[src/rtl/core/cmmt_pkg.sv]
`timescale 1ns / 1ps
// ----------------------------------------------------------------------------
// cmmt_pkg
// Shared types and constants for the channel min/max tracker.
// ----------------------------------------------------------------------------
package cmmt_pkg;

    // default parameter values
    localparam int Channels     = 48;
    localparam int FrameSamples = 16;
    localparam int SampleBits   = 12;

    // fixed field widths
    localparam int ChanW     = 6;
    localparam int IndexW    = 4;
    localparam int ValueW    = 16;
    localparam int MarkW     = 13;
    localparam int GainEnW   = 2;
    localparam int ChanEnW   = 48;
    localparam int WinW      = 5;
    localparam int CfgIndexW = 2;
    localparam int CfgDataW  = 48;

    // register reset values
    localparam logic [GainEnW-1:0] GainEnReset   = 2'b11;
    localparam logic [ChanEnW-1:0] ChanEnReset   = '1;
    localparam logic [WinW-1:0]    WinStartReset = 5'd0;
    localparam logic [WinW-1:0]    WinEndReset   = 5'd16;

    typedef enum logic [CfgIndexW-1:0] {
        CFG_GAIN_ENABLE    = 2'd0,
        CFG_CHANNEL_ENABLE = 2'd1,
        CFG_WINDOW_START   = 2'd2,
        CFG_WINDOW_END     = 2'd3
    } t_cfg_index;

    typedef enum logic [1:0] {
        S_IDLE   = 2'b01,
        S_UPDATE = 2'b10
    } t_state;

    // controller -> datapath commands
    typedef struct packed {
        logic load;     // capture item, issue store read
        logic update;   // compare, write back, emit result
    } t_dp_cmd;

endpackage

[src/rtl/core/channel_min_max_tracker.sv]
`timescale 1ns / 1ps
// ----------------------------------------------------------------------------
// channel_min_max_tracker
// Per-channel, per-gain minimum/maximum tracker for ADC samples.
// ----------------------------------------------------------------------------
//
// channel  | handshake                 | payload
// ---------+---------------------------+-----------------------------------
// item in  | start, accepted if !busy  | op, gain_select, channel,
//          |                           | sample_index, sample_value
// result   | o_result_valid, 1 cycle   | low_mark, high_mark, accepted
// config   | i_cfg_we, every edge      | i_cfg_index, i_cfg_data
//
// On each item the accept edge issues the store read, and the next cycle
// compares against the read data and writes the entry back. busy is high
// during that update cycle, so the store's single write port and its
// registered read hold off a new item until the update is done.
// The result strobes for one cycle after the update, overlapping the next
// accept; the receiver cannot stall it.
// Reset clears the FSM, config registers and seen flags; the
// min/max stores hold garbage until written and are only read behind a set
// seen flag, so no clearing pass is needed. A clear op drops all flags at once.
// ----------------------------------------------------------------------------
module channel_min_max_tracker #(
    parameter int CHANNELS      = cmmt_pkg::Channels,
    parameter int FRAME_SAMPLES = cmmt_pkg::FrameSamples,
    parameter int SAMPLE_BITS   = cmmt_pkg::SampleBits
) (
    input  logic                                i_clk,
    input  logic                                i_rst_n,
    // item channel
    input  logic                                start,
    output logic                                busy,
    input  logic                                i_op,
    input  logic                                i_gain_select,
    input  logic [cmmt_pkg::ChanW-1:0]          i_channel,
    input  logic [cmmt_pkg::IndexW-1:0]         i_sample_index,
    input  logic signed [cmmt_pkg::ValueW-1:0]  i_sample_value,
    // result channel
    output logic                                o_result_valid,
    output logic signed [cmmt_pkg::MarkW-1:0]   o_low_mark,
    output logic signed [cmmt_pkg::MarkW-1:0]   o_high_mark,
    output logic                                o_accepted,
    // config write port
    input  logic                                i_cfg_we,
    input  logic [cmmt_pkg::CfgIndexW-1:0]      i_cfg_index,
    input  logic [cmmt_pkg::CfgDataW-1:0]       i_cfg_data
);

    cmmt_pkg::t_dp_cmd w_cmd;

    // sequencer: load on accept, update on the following cycle
    cmmt_ctrl u_ctrl (
        .i_clk   (i_clk),
        .i_rst_n (i_rst_n),
        .start   (start),
        .busy    (busy),
        .o_cmd   (w_cmd)
    );

    // qualification, stores and result registers
    cmmt_dp #(
        .CHANNELS      (CHANNELS),
        .FRAME_SAMPLES (FRAME_SAMPLES),
        .SAMPLE_BITS   (SAMPLE_BITS)
    ) u_dp (
        .i_clk          (i_clk),
        .i_rst_n        (i_rst_n),
        .i_cmd          (w_cmd),
        .i_cfg_we       (i_cfg_we),
        .i_cfg_index    (i_cfg_index),
        .i_cfg_data     (i_cfg_data),
        .i_op           (i_op),
        .i_gain_select  (i_gain_select),
        .i_channel      (i_channel),
        .i_sample_index (i_sample_index),
        .i_sample_value (i_sample_value),
        .o_result_valid (o_result_valid),
        .o_low_mark     (o_low_mark),
        .o_high_mark    (o_high_mark),
        .o_accepted     (o_accepted)
    );

endmodule

[src/rtl/core/cmmt_ctrl.sv]
`timescale 1ns / 1ps
// ----------------------------------------------------------------------------
// cmmt_ctrl
// Sequencer: accept an item, then step through the update state.
// ----------------------------------------------------------------------------
module cmmt_ctrl (
    input  logic              i_clk,
    input  logic              i_rst_n,
    input  logic              start,
    output logic              busy,
    output cmmt_pkg::t_dp_cmd o_cmd
);

    cmmt_pkg::t_state r_state;
    cmmt_pkg::t_state n_state;

    always_comb begin
        n_state = r_state;
        case (r_state)
            cmmt_pkg::S_IDLE: begin
                if (start) n_state = cmmt_pkg::S_UPDATE;
            end
            cmmt_pkg::S_UPDATE: begin
                n_state = cmmt_pkg::S_IDLE;
            end
            default: begin
                n_state = cmmt_pkg::S_IDLE;
            end
        endcase
    end

    always_ff @(posedge i_clk) begin
        if (!i_rst_n) begin
            r_state <= cmmt_pkg::S_IDLE;
        end else begin
            r_state <= n_state;
        end
    end

    assign busy         = (r_state != cmmt_pkg::S_IDLE);
    assign o_cmd.load   = start && (r_state == cmmt_pkg::S_IDLE);
    assign o_cmd.update = (r_state == cmmt_pkg::S_UPDATE);

endmodule

[src/rtl/core/cmmt_dp.sv]
`timescale 1ns / 1ps
// ----------------------------------------------------------------------------
// cmmt_dp
// Config registers, min/max stores, seen flags and result registers.
// ----------------------------------------------------------------------------
module cmmt_dp #(
    parameter int CHANNELS      = cmmt_pkg::Channels,
    parameter int FRAME_SAMPLES = cmmt_pkg::FrameSamples,
    parameter int SAMPLE_BITS   = cmmt_pkg::SampleBits
) (
    input  logic                                i_clk,
    input  logic                                i_rst_n,
    input  cmmt_pkg::t_dp_cmd                   i_cmd,
    input  logic                                i_cfg_we,
    input  logic [cmmt_pkg::CfgIndexW-1:0]      i_cfg_index,
    input  logic [cmmt_pkg::CfgDataW-1:0]       i_cfg_data,
    input  logic                                i_op,
    input  logic                                i_gain_select,
    input  logic [cmmt_pkg::ChanW-1:0]          i_channel,
    input  logic [cmmt_pkg::IndexW-1:0]         i_sample_index,
    input  logic signed [cmmt_pkg::ValueW-1:0]  i_sample_value,
    output logic                                o_result_valid,
    output logic signed [cmmt_pkg::MarkW-1:0]   o_low_mark,
    output logic signed [cmmt_pkg::MarkW-1:0]   o_high_mark,
    output logic                                o_accepted
);

    localparam int Entries = 2 * CHANNELS;
    localparam int EntryW  = $clog2(Entries);
    localparam int CmpW    = 9;    // holds FRAME_SAMPLES up to 511
    localparam int ChCmpW  = cmmt_pkg::ChanW + 1;

    // config registers
    logic [cmmt_pkg::GainEnW-1:0] r_gain_en;
    logic [cmmt_pkg::ChanEnW-1:0] r_chan_en;
    logic [cmmt_pkg::WinW-1:0]    r_win_start;
    logic [cmmt_pkg::WinW-1:0]    r_win_end;

    always_ff @(posedge i_clk) begin
        if (!i_rst_n) begin
            r_gain_en   <= cmmt_pkg::GainEnReset;
            r_chan_en   <= cmmt_pkg::ChanEnReset;
            r_win_start <= cmmt_pkg::WinStartReset;
            r_win_end   <= cmmt_pkg::WinEndReset;
        end else if (i_cfg_we) begin
            case (i_cfg_index)
                cmmt_pkg::CFG_GAIN_ENABLE:
                    r_gain_en <= i_cfg_data[cmmt_pkg::GainEnW-1:0];
                cmmt_pkg::CFG_CHANNEL_ENABLE:
                    r_chan_en <= i_cfg_data[cmmt_pkg::ChanEnW-1:0];
                cmmt_pkg::CFG_WINDOW_START:
                    r_win_start <= i_cfg_data[cmmt_pkg::WinW-1:0];
                cmmt_pkg::CFG_WINDOW_END:
                    r_win_end <= i_cfg_data[cmmt_pkg::WinW-1:0];
                default: ;
            endcase
        end
    end

    // item qualification
    logic [cmmt_pkg::ValueW-1:0] w_raw;
    logic [63:0]                 w_chan_en_ext;
    logic                        w_valid;
    logic                        w_acc;
    logic [EntryW-1:0]           w_entry;

    assign w_raw         = i_sample_value;
    assign w_chan_en_ext = {{(64 - cmmt_pkg::ChanEnW){1'b0}}, r_chan_en};
    assign w_valid       = ChCmpW'(i_channel) < ChCmpW'(CHANNELS);

    always_comb begin
        w_acc = w_valid
             && r_gain_en[i_gain_select]
             && w_chan_en_ext[i_channel]
             && (cmmt_pkg::WinW'(i_sample_index) >= r_win_start)
             && (cmmt_pkg::WinW'(i_sample_index) < r_win_end)
             && (CmpW'(i_sample_index) < CmpW'(FRAME_SAMPLES))
             && !w_raw[cmmt_pkg::ValueW-1]
             && ((w_raw >> SAMPLE_BITS) == '0);
        if (!w_valid) begin
            w_entry = '0;
        end else if (i_gain_select) begin
            w_entry = EntryW'(i_channel) + EntryW'(CHANNELS);
        end else begin
            w_entry = EntryW'(i_channel);
        end
    end

    // captured item
    logic                   r_op;
    logic                   r_valid;
    logic                   r_acc;
    logic [EntryW-1:0]      r_entry;
    logic [SAMPLE_BITS-1:0] r_value;

    always_ff @(posedge i_clk) begin
        if (i_cmd.load) begin
            r_op    <= i_op;
            r_valid <= w_valid;
            r_acc   <= w_acc && !i_op;
            r_entry <= w_entry;
            r_value <= w_raw[SAMPLE_BITS-1:0];
        end
    end

    // min/max stores, read on load, written on update
    logic [SAMPLE_BITS-1:0] r_min_mem [Entries];
    logic [SAMPLE_BITS-1:0] r_max_mem [Entries];
    logic [SAMPLE_BITS-1:0] r_rd_min;
    logic [SAMPLE_BITS-1:0] r_rd_max;
    logic [SAMPLE_BITS-1:0] n_min;
    logic [SAMPLE_BITS-1:0] n_max;
    logic                   w_seen;

    always_ff @(posedge i_clk) begin
        if (i_cmd.load) begin
            r_rd_min <= r_min_mem[w_entry];
            r_rd_max <= r_max_mem[w_entry];
        end
        if (i_cmd.update && r_acc) begin
            r_min_mem[r_entry] <= n_min;
            r_max_mem[r_entry] <= n_max;
        end
    end

    // seen flags clear at once on reset or a clear op
    logic [Entries-1:0] r_seen;

    assign w_seen = r_seen[r_entry];
    assign n_min  = (!w_seen || (r_value < r_rd_min)) ? r_value : r_rd_min;
    assign n_max  = (!w_seen || (r_value > r_rd_max)) ? r_value : r_rd_max;

    always_ff @(posedge i_clk) begin
        if (!i_rst_n) begin
            r_seen <= '0;
        end else if (i_cmd.update) begin
            if (r_op) begin
                r_seen <= '0;
            end else if (r_acc) begin
                r_seen[r_entry] <= 1'b1;
            end
        end
    end

    // result registers
    logic signed [cmmt_pkg::MarkW-1:0] n_low;
    logic signed [cmmt_pkg::MarkW-1:0] n_high;

    always_comb begin
        if (r_op || !r_valid) begin
            n_low  = '1;
            n_high = '1;
        end else if (r_acc) begin
            n_low  = cmmt_pkg::MarkW'(n_min);
            n_high = cmmt_pkg::MarkW'(n_max);
        end else if (w_seen) begin
            n_low  = cmmt_pkg::MarkW'(r_rd_min);
            n_high = cmmt_pkg::MarkW'(r_rd_max);
        end else begin
            n_low  = '1;
            n_high = '1;
        end
    end

    always_ff @(posedge i_clk) begin
        if (!i_rst_n) begin
            o_result_valid <= 1'b0;
        end else begin
            o_result_valid <= i_cmd.update;
        end
    end

    always_ff @(posedge i_clk) begin
        if (i_cmd.update) begin
            o_low_mark  <= n_low;
            o_high_mark <= n_high;
            o_accepted  <= r_acc;
        end
    end

`ifndef NO_ASSERTIONS
    a_strobe_after_update: assert property (@(posedge i_clk) disable iff (!i_rst_n)
        i_cmd.update |=> o_result_valid)
        else $error("result strobe missing after update");

    a_accepted_marks_ordered: assert property (@(posedge i_clk) disable iff (!i_rst_n)
        (o_result_valid && o_accepted) |->
            (o_low_mark >= 0 && o_low_mark <= o_high_mark))
        else $error("accepted result has bad marks");

    a_clear_empties: assert property (@(posedge i_clk) disable iff (!i_rst_n)
        (i_cmd.update && r_op) |=> (r_seen == '0))
        else $error("clear op left seen flags set");

    a_accept_marks_seen: assert property (@(posedge i_clk) disable iff (!i_rst_n)
        (i_cmd.update && r_acc) |=> r_seen[$past(r_entry)])
        else $error("accepted item did not mark its entry");
`endif

endmodule

[config.mk]
export PLATFORM = sky130hd
export DESIGN_NAME = channel_min_max_tracker
export DESIGN_NICKNAME = d
export VERILOG_FILES = /design/src/rtl/core/cmmt_pkg.sv /design/src/rtl/core/channel_min_max_tracker.sv /design/src/rtl/core/cmmt_ctrl.sv /design/src/rtl/core/cmmt_dp.sv
export SDC_FILE = /design/constraint.sdc
export NUM_CORES = 2
export LEC_CHECK = 0
export ABC_AREA = 1
export ABC_CLOCK_PERIOD_IN_PS = 4900
export BUFFER_PORTS_ARGS = -buffer_cell sky130_fd_sc_hd__buf_2
export CAP_MARGIN = 20
export CORE_MARGIN = 5
export CORE_UTILIZATION = 50
export CTS_CLUSTER_DIAMETER = 50
export DETAILED_ROUTE_END_ITERATION = 10
export PLACE_DENSITY = 0.65
export RECOVER_POWER = 100
export SLEW_MARGIN = 40
export SYNTH_ARGS = -nofsm -noshare
export SYNTH_HDL_FRONTEND = slang
export SYNTH_HIERARCHICAL = 1
export SYNTH_SLANG_ARGS = --single-unit
export TNS_END_PERCENT = 100
[constraint.sdc]
create_clock -name i_clk -period 4.9 [get_ports i_clk]
set_input_delay 0.98 -clock i_clk [delete_from_list [all_inputs] [get_ports i_clk]]
set_output_delay 0.98 -clock i_clk [all_outputs]
set_load 0.01 [all_outputs]
======== Yosys cells after proc, flatten, opt, wreduce, memory -nomap -nowiden ========
Memory sizes are Yosys's and may differ from the RTL's. A register that Yosys moved wholly into a read port is not among the register bits.
Cells that the tools add are included.
cells by class
  add/sub/neg operators ................... 1
  magnitude comparators ................... 9
  eq/ne operators ......................... 6
  muxes and demuxes ....................... 20
  bitwise logic cells ..................... 1
  reduce and logical (&&, ||, !) cells .... 26
operators by type and width
  cell                                                 count
  2-to-1 mux 96 bit                                    2
  bitwise OR 96 bit                                    1
  2-to-1 mux 13 bit                                    4
  2-to-1 mux 12 bit                                    2
  zero test 16 bit                                     1
  2-to-1 mux 7 bit                                     2
  greater-than comparator 12 bit                       1
  < comparator 12 bit                                  1
  AND reduction 2 bit                                  6
  logical AND 1 bit                                    10
  < comparator 7 x 8 -> 1 bit, second input constant   1
  adder 6 x 6 -> 7 bit, second input constant          1
  binary-select mux 1 bit (select 7 bit)               1
  demux 1 bit (select 7 bit)                           1
  >= comparator 7 x 1 -> 1 bit, second input constant  1
  < comparator 6 x 7 -> 1 bit, second input constant   1
  2-to-1 mux 1 bit                                     7
  binary-select mux 1 bit (select 6 bit)               1
  equality test 2 bit, second input constant           3
  < comparator 6 bit, second input constant            1
  >= comparator 4 x 5 -> 1 bit                         1
  < comparator 4 x 5 -> 1 bit                          1
  equality test 2 x 1 -> 1 bit, second input constant  2
  zero test 1 bit                                      4
  5 further kinds                                      7
word-level totals
  flip-flop bits (word level) ............. 208
  RAM bits ................................ 2304
  bits of input ports ..................... 82
  output and inout bits ................... 29
  logic and storage cells ................. 80
  memories ................................ 2
memory list
  name            depth  width  read ports  clocked after memory_dff  wr ports  line            text
  u_dp.r_max_mem  96     12     1           1                         1         cmmt_dp.sv:108  logic [SAMPLE_BITS-1:0] r_max_mem [Entries];
  u_dp.r_min_mem  96     12     1           1                         1         cmmt_dp.sv:107  logic [SAMPLE_BITS-1:0] r_min_mem [Entries];

======== Longest topological paths before layout ========
  depth in word-level cells ............... 9
  mapped depth ............................ 18
  gate-level depth less buffers ........... 15

======== Modules after synthesis ========
The synthesis kept the hierarchy.
by module, submodules not included
  module     instances  cells each  area each (um^2)  sequential area each (um^2)
  cmmt_dp    1          7902        104326.3          74491.4
  cmmt_ctrl  1          10          81.3              40.0

======== Worst setup path after synthesis ========
Ideal clock, no wire load.
  kind .................................... register -> register
  start point ............................. reg u_ctrl.r_state[1]
  end point ............................... mem u_dp/r_max_mem[34][0] (netlist name), enable pin
  library setup time ...................... 0.466 ns
  arrival ................................. 4.747 ns
  required time ........................... 4.434 ns
  path slack .............................. -0.313 ns
  cell stages (with the launch flop) ...... 7
  buffers on the path ..................... 2
  clock period less this slack ............ 5.213 ns
  cells stage by stage .................... dfxtp_1 inv_2 nor2_1 nand2_1 clkbuf_1 clkbuf_1 nor4_1
RTL lines
  element                 line             text
  start, declared         cmmt_ctrl.sv:14  cmmt_pkg::t_state r_state;
  start signal, assigned  cmmt_ctrl.sv:34  r_state <= cmmt_pkg::S_IDLE;
  start signal, assigned  cmmt_ctrl.sv:36  r_state <= n_state;
  end, declared           cmmt_dp.sv:108

======== Worst setup path in the final report ========
  start point ............................. in i_channel[4] (netlist name)
  end point ............................... reg u_dp.r_rd_max[1] (read register of u_dp.r_max_mem), data pin
on the way
  longest elaborated chain between the ends .. 3
  elaborated cells on any way between the ends .. 4
  those cells by class .................... add/sub (1); order compare (1); mux (2)
ends and longest elaborated chain
  element               line                           text
  start, declared       channel_min_max_tracker.sv:36  input logic [cmmt_pkg::ChanW-1:0] i_channel,
  adder 6 x 6 -> 7 bit  cmmt_dp.sv:83                  w_entry = EntryW'(i_channel) + EntryW'(CHANNELS);
  2-to-1 mux 7 bit      cmmt_dp.sv:82                  end else if (i_gain_select) begin
  2-to-1 mux 7 bit (*)  cmmt_dp.sv:80                  if (!w_valid) begin
  end, declared         cmmt_dp.sv:110                 logic [SAMPLE_BITS-1:0] r_rd_max;
Every way passes the cells marked *; elsewhere a longest branch is shown, timed or not.
A chain may end at the register's enable or synchronous reset.

==> results.cfg <==
[detailed_routing]
post-route-drc-count = 0
vias = 69100
viasPerCell = 6.25
dr.pass1.iters = 6
drt_iter0_markers = 9298
ant_nets = 0
wl_per_cell_um = 27.7
routed_wl_um = 306000

[global_routing]
grt_use_met3 = 0.0639
met2_usage = 0.412
grt_max_degree = 101
grt_pass1_vias = 65800
busiest_layer = met2
antenna_found_initial = 14
grt_overflow = 0
grt_usage = 0.275
met1_usage = 0.393
grt_pass1_wl_um = 445000

[power]
p_leak_nw = 38.0
ir_worst_vdd_uv = 297
powerDensity_mw_per_mm2 = 412
fin_total_pwr_mw = 48.6

[yosys]
yosysUniqueCellTypes = 46
yosys_register_bits = 2535
synthFlopType = edfxtp_1
syn_area_per_cell_um2 = 13.2
synth_nets = 8026
netlist_instances = 7912
synth_top_area_frac = 0.683
async_flop_share = 0
yosysWarnings = 6
seq_area_frac_synth = 0.714
synth_top_area_cell = edfxtp_1
ys_top_cells_by_area = edfxtp_1 68%, o211ai_1 7.0%, or2_2 5.1%, nand3_1 5.0%, dfxtp_1 3.0%
syn-cell-area_mm2 = 0.104
synth-edff-count = 2376

[clocking]
clkLatencyLatePin_ps = 930
cts_buffers = 283
post_cts_buffers = 0
cts_tree = yes
post_cts_resize_count = 0
cts_sinks = 2535
cts.clk_slew.worst_paths_ps = 60
cts_buffer_depth = 4
cts_hold_buf = 0
htreeDepth = 5
clockRootBuffer = clkbuf_16

[floorplan]
initial_utilization = 0.503
die_x_um = 467
core.rowCount = 167
die_h_um = 467
io_pins = 111
core_area_mm2 = 0.207
die_area_mm2 = 0.218

[run]
drv_cap = 6

[hold_path]
hp-class = input pin to flip-flop
min_from = i_sample_value[6]
hold-path-endpoint = u_dp/r_value[6]
worstHoldPathCells = 1

[finish]
finalNetCount = 8191
drive_above_1_share = 0.210
fillers = 16400
area_growth_pct = 12.9
final_cell_mix = 2,376 x edfxtp_1, 1,051 x nand3_1, 981 x o211ai_1
final_common_cell = edfxtp_1

[run_status]
violations = max-capacitance violations, max-slew violations
status = complete, but fails checks

[sta]
drv_slew = 274
worst_pin_slew_ps = 2850
max_slew_margin = -0.897
period_needed_ps = 4480
min_period_over_period = 0.914
setup_viol = 0
finalSetupTns_ps = 0
skew_ps = 49.8
rsz0062_at_grt = no
hold_viol_final = 0
fmax_mhz = 223

[worst_setup_path]
worstPathCellList = clkbuf_1 -> ha_1 -> nor2_1 -> clkbuf_1 -> buf_4 -> nand3_1 -> nand3_1 -> nand3_1 -> nand2_1 -> nand2_1 -> nand2_1
cp.required_ps = 5670
end_kind = flip-flop
reg2reg_depth = 7
cp_max_fo = 28
crit_family = buffers and inverters
start_kind = input pin
path_buf_inv = 3
worst-setup-path-type = input pin to flip-flop
worstReg2RegStart = u_ctrl/r_state[1]
crit_path_top_delay_cell = clkbuf_1
r2r_setup_slack_ps = 570
critPathMaxStageDelay_ps = 1310
arrival_ps = 5240
reg2reg_to = u_dp/r_min_mem[16][1]

[place]
io_buffers = 110
hpwl_um = 173000
gp_congestion = 0.881
==> state kept, by name (all words and copies together) (netlist names) <==
name	cells
u_dp/r_entry	7
u_dp/r_win_end	5
u_dp/r_acc	1
u_dp/r_min_mem	1152
u_dp/r_value	12
u_dp/r_chan_en	48
u_dp/r_win_start	5
u_dp/o_result_valid	1
u_dp/r_rd_min	12
u_dp/o_accepted	1
u_dp/r_seen	96
u_dp/o_low_mark	13
u_dp/r_gain_en	2
u_ctrl/r_state	2
u_dp/r_op	1
u_dp/r_max_mem	1152
u_dp/r_valid	1
u_dp/r_rd_max	12
u_dp/o_high_mark	12
==> worst register-to-register path, cell delays in order (launching register included) <==
cell,delay (ps)
dfxtp_1,300
inv_1,60
nor2_1,340
clkbuf_1,1030
nand2_4,560
buf_4,470
nor4_1,330
clkbuf_2,830
==> routing by layer <==
metal / vias up / wire, µm / part of all wire
met5: - / 51 / 0.00017
met4: 8 / 12300 / 0.040
met3: 640 / 35300 / 0.12
met2: 3916 / 135000 / 0.44
met1: 34400 / 123000 / 0.40
li1: 30100 / - / -
==> power breakdown <==
group          internal [mW]  switching, mW  total [mW]
sequential              24.2         0.0613        24.3
combinational           1.14           3.30        4.45
clock                   11.7           8.17        19.9
==> per-stage QoR <==
step	hold slack (ps)	worst slack, ps	utilization	cell area [µm²]	std cells
6_report	264	423	0.568	118000	11100
5_1_grt	228	374	0.568	118000	11100
4_1_cts	198	942	0.572	119000	11000
3_5_place_dp	439	201	0.531	110000	10600
3_3_place_gp	433	217	0.530	110000	10600
2_1_floorplan	424	-313	-	104000	7912
==> worst max-delay path by stage <==
stage | slack (ps) | end | depth (start not counted) | startpoint
after floorplan | -310 | u_dp/r_max_mem[34][0] | 6 | u_ctrl/r_state[1]
after global placement | 220 | u_dp/r_rd_min[1] | 14 | i_channel[4]
after detailed placement | 200 | u_dp/r_rd_min[10] | 14 | i_channel[4]
after CTS | 940 | u_dp/r_max_mem[76][5] | 11 | u_dp/r_rd_max[3]
after global routing | 370 | u_dp/r_min_mem[58][11] | 7 | u_ctrl/r_state[1]
final | 420 | u_dp/r_rd_max[1] | 11 | i_channel[4]
==> final cells by class <==
class / instances / area [µm²] / share of cell area
Tap cell: 2788 / 3490 / 0.0296
Timing Repair Buffer: 500 / 4010 / 0.0340
Inverter: 232 / 895 / 0.00759
Antenna cell: 6 / 15.0 / 0.000127
Sequential cell: 2535 / 74500 / 0.632
Clock inverter: 123 / 1010 / 0.00860
Multi-Input combinational cell: 4525 / 26400 / 0.224
Clock buffer: 346 / 7550 / 0.0640
==> logic make-up after synthesis <==
group	after synthesis	share of synthesized area
adder cells (fa/ha/maj)	32	0.00383
AND/OR/NAND/NOR	3022	0.147
AO/OA/AOI/OAI	1471	0.0997
buffers and inverters	852	0.0354
flip-flops	2535	0.714
==> Yosys cell counts, types with 3 or more instances <==
library cell / instances
a21oi_1: 117
a31oi_1: 10
and2_1: 24
buf_1: 56
buf_2: 225
buf_4: 30
buf_6: 13
clkbuf_1: 293
clkbuf_2: 3
clkinv_1: 3
dfxtp_1: 159
edfxtp_1: 2376
ha_1: 32
inv_1: 218
inv_2: 10
nand2_1: 455
nand2_2: 3
nand3_1: 1050
nand4_1: 5
nor2_1: 436
nor2_2: 5
nor3_1: 16
nor4_1: 89
o211ai_1: 980
o21ai_0: 157
o21ai_1: 10
o221ai_1: 9
o22ai_1: 63
o311ai_0: 62
o311ai_1: 54
or2_0: 35
or2_1: 47
or2_2: 851
(Power assumes the default switching activity.)
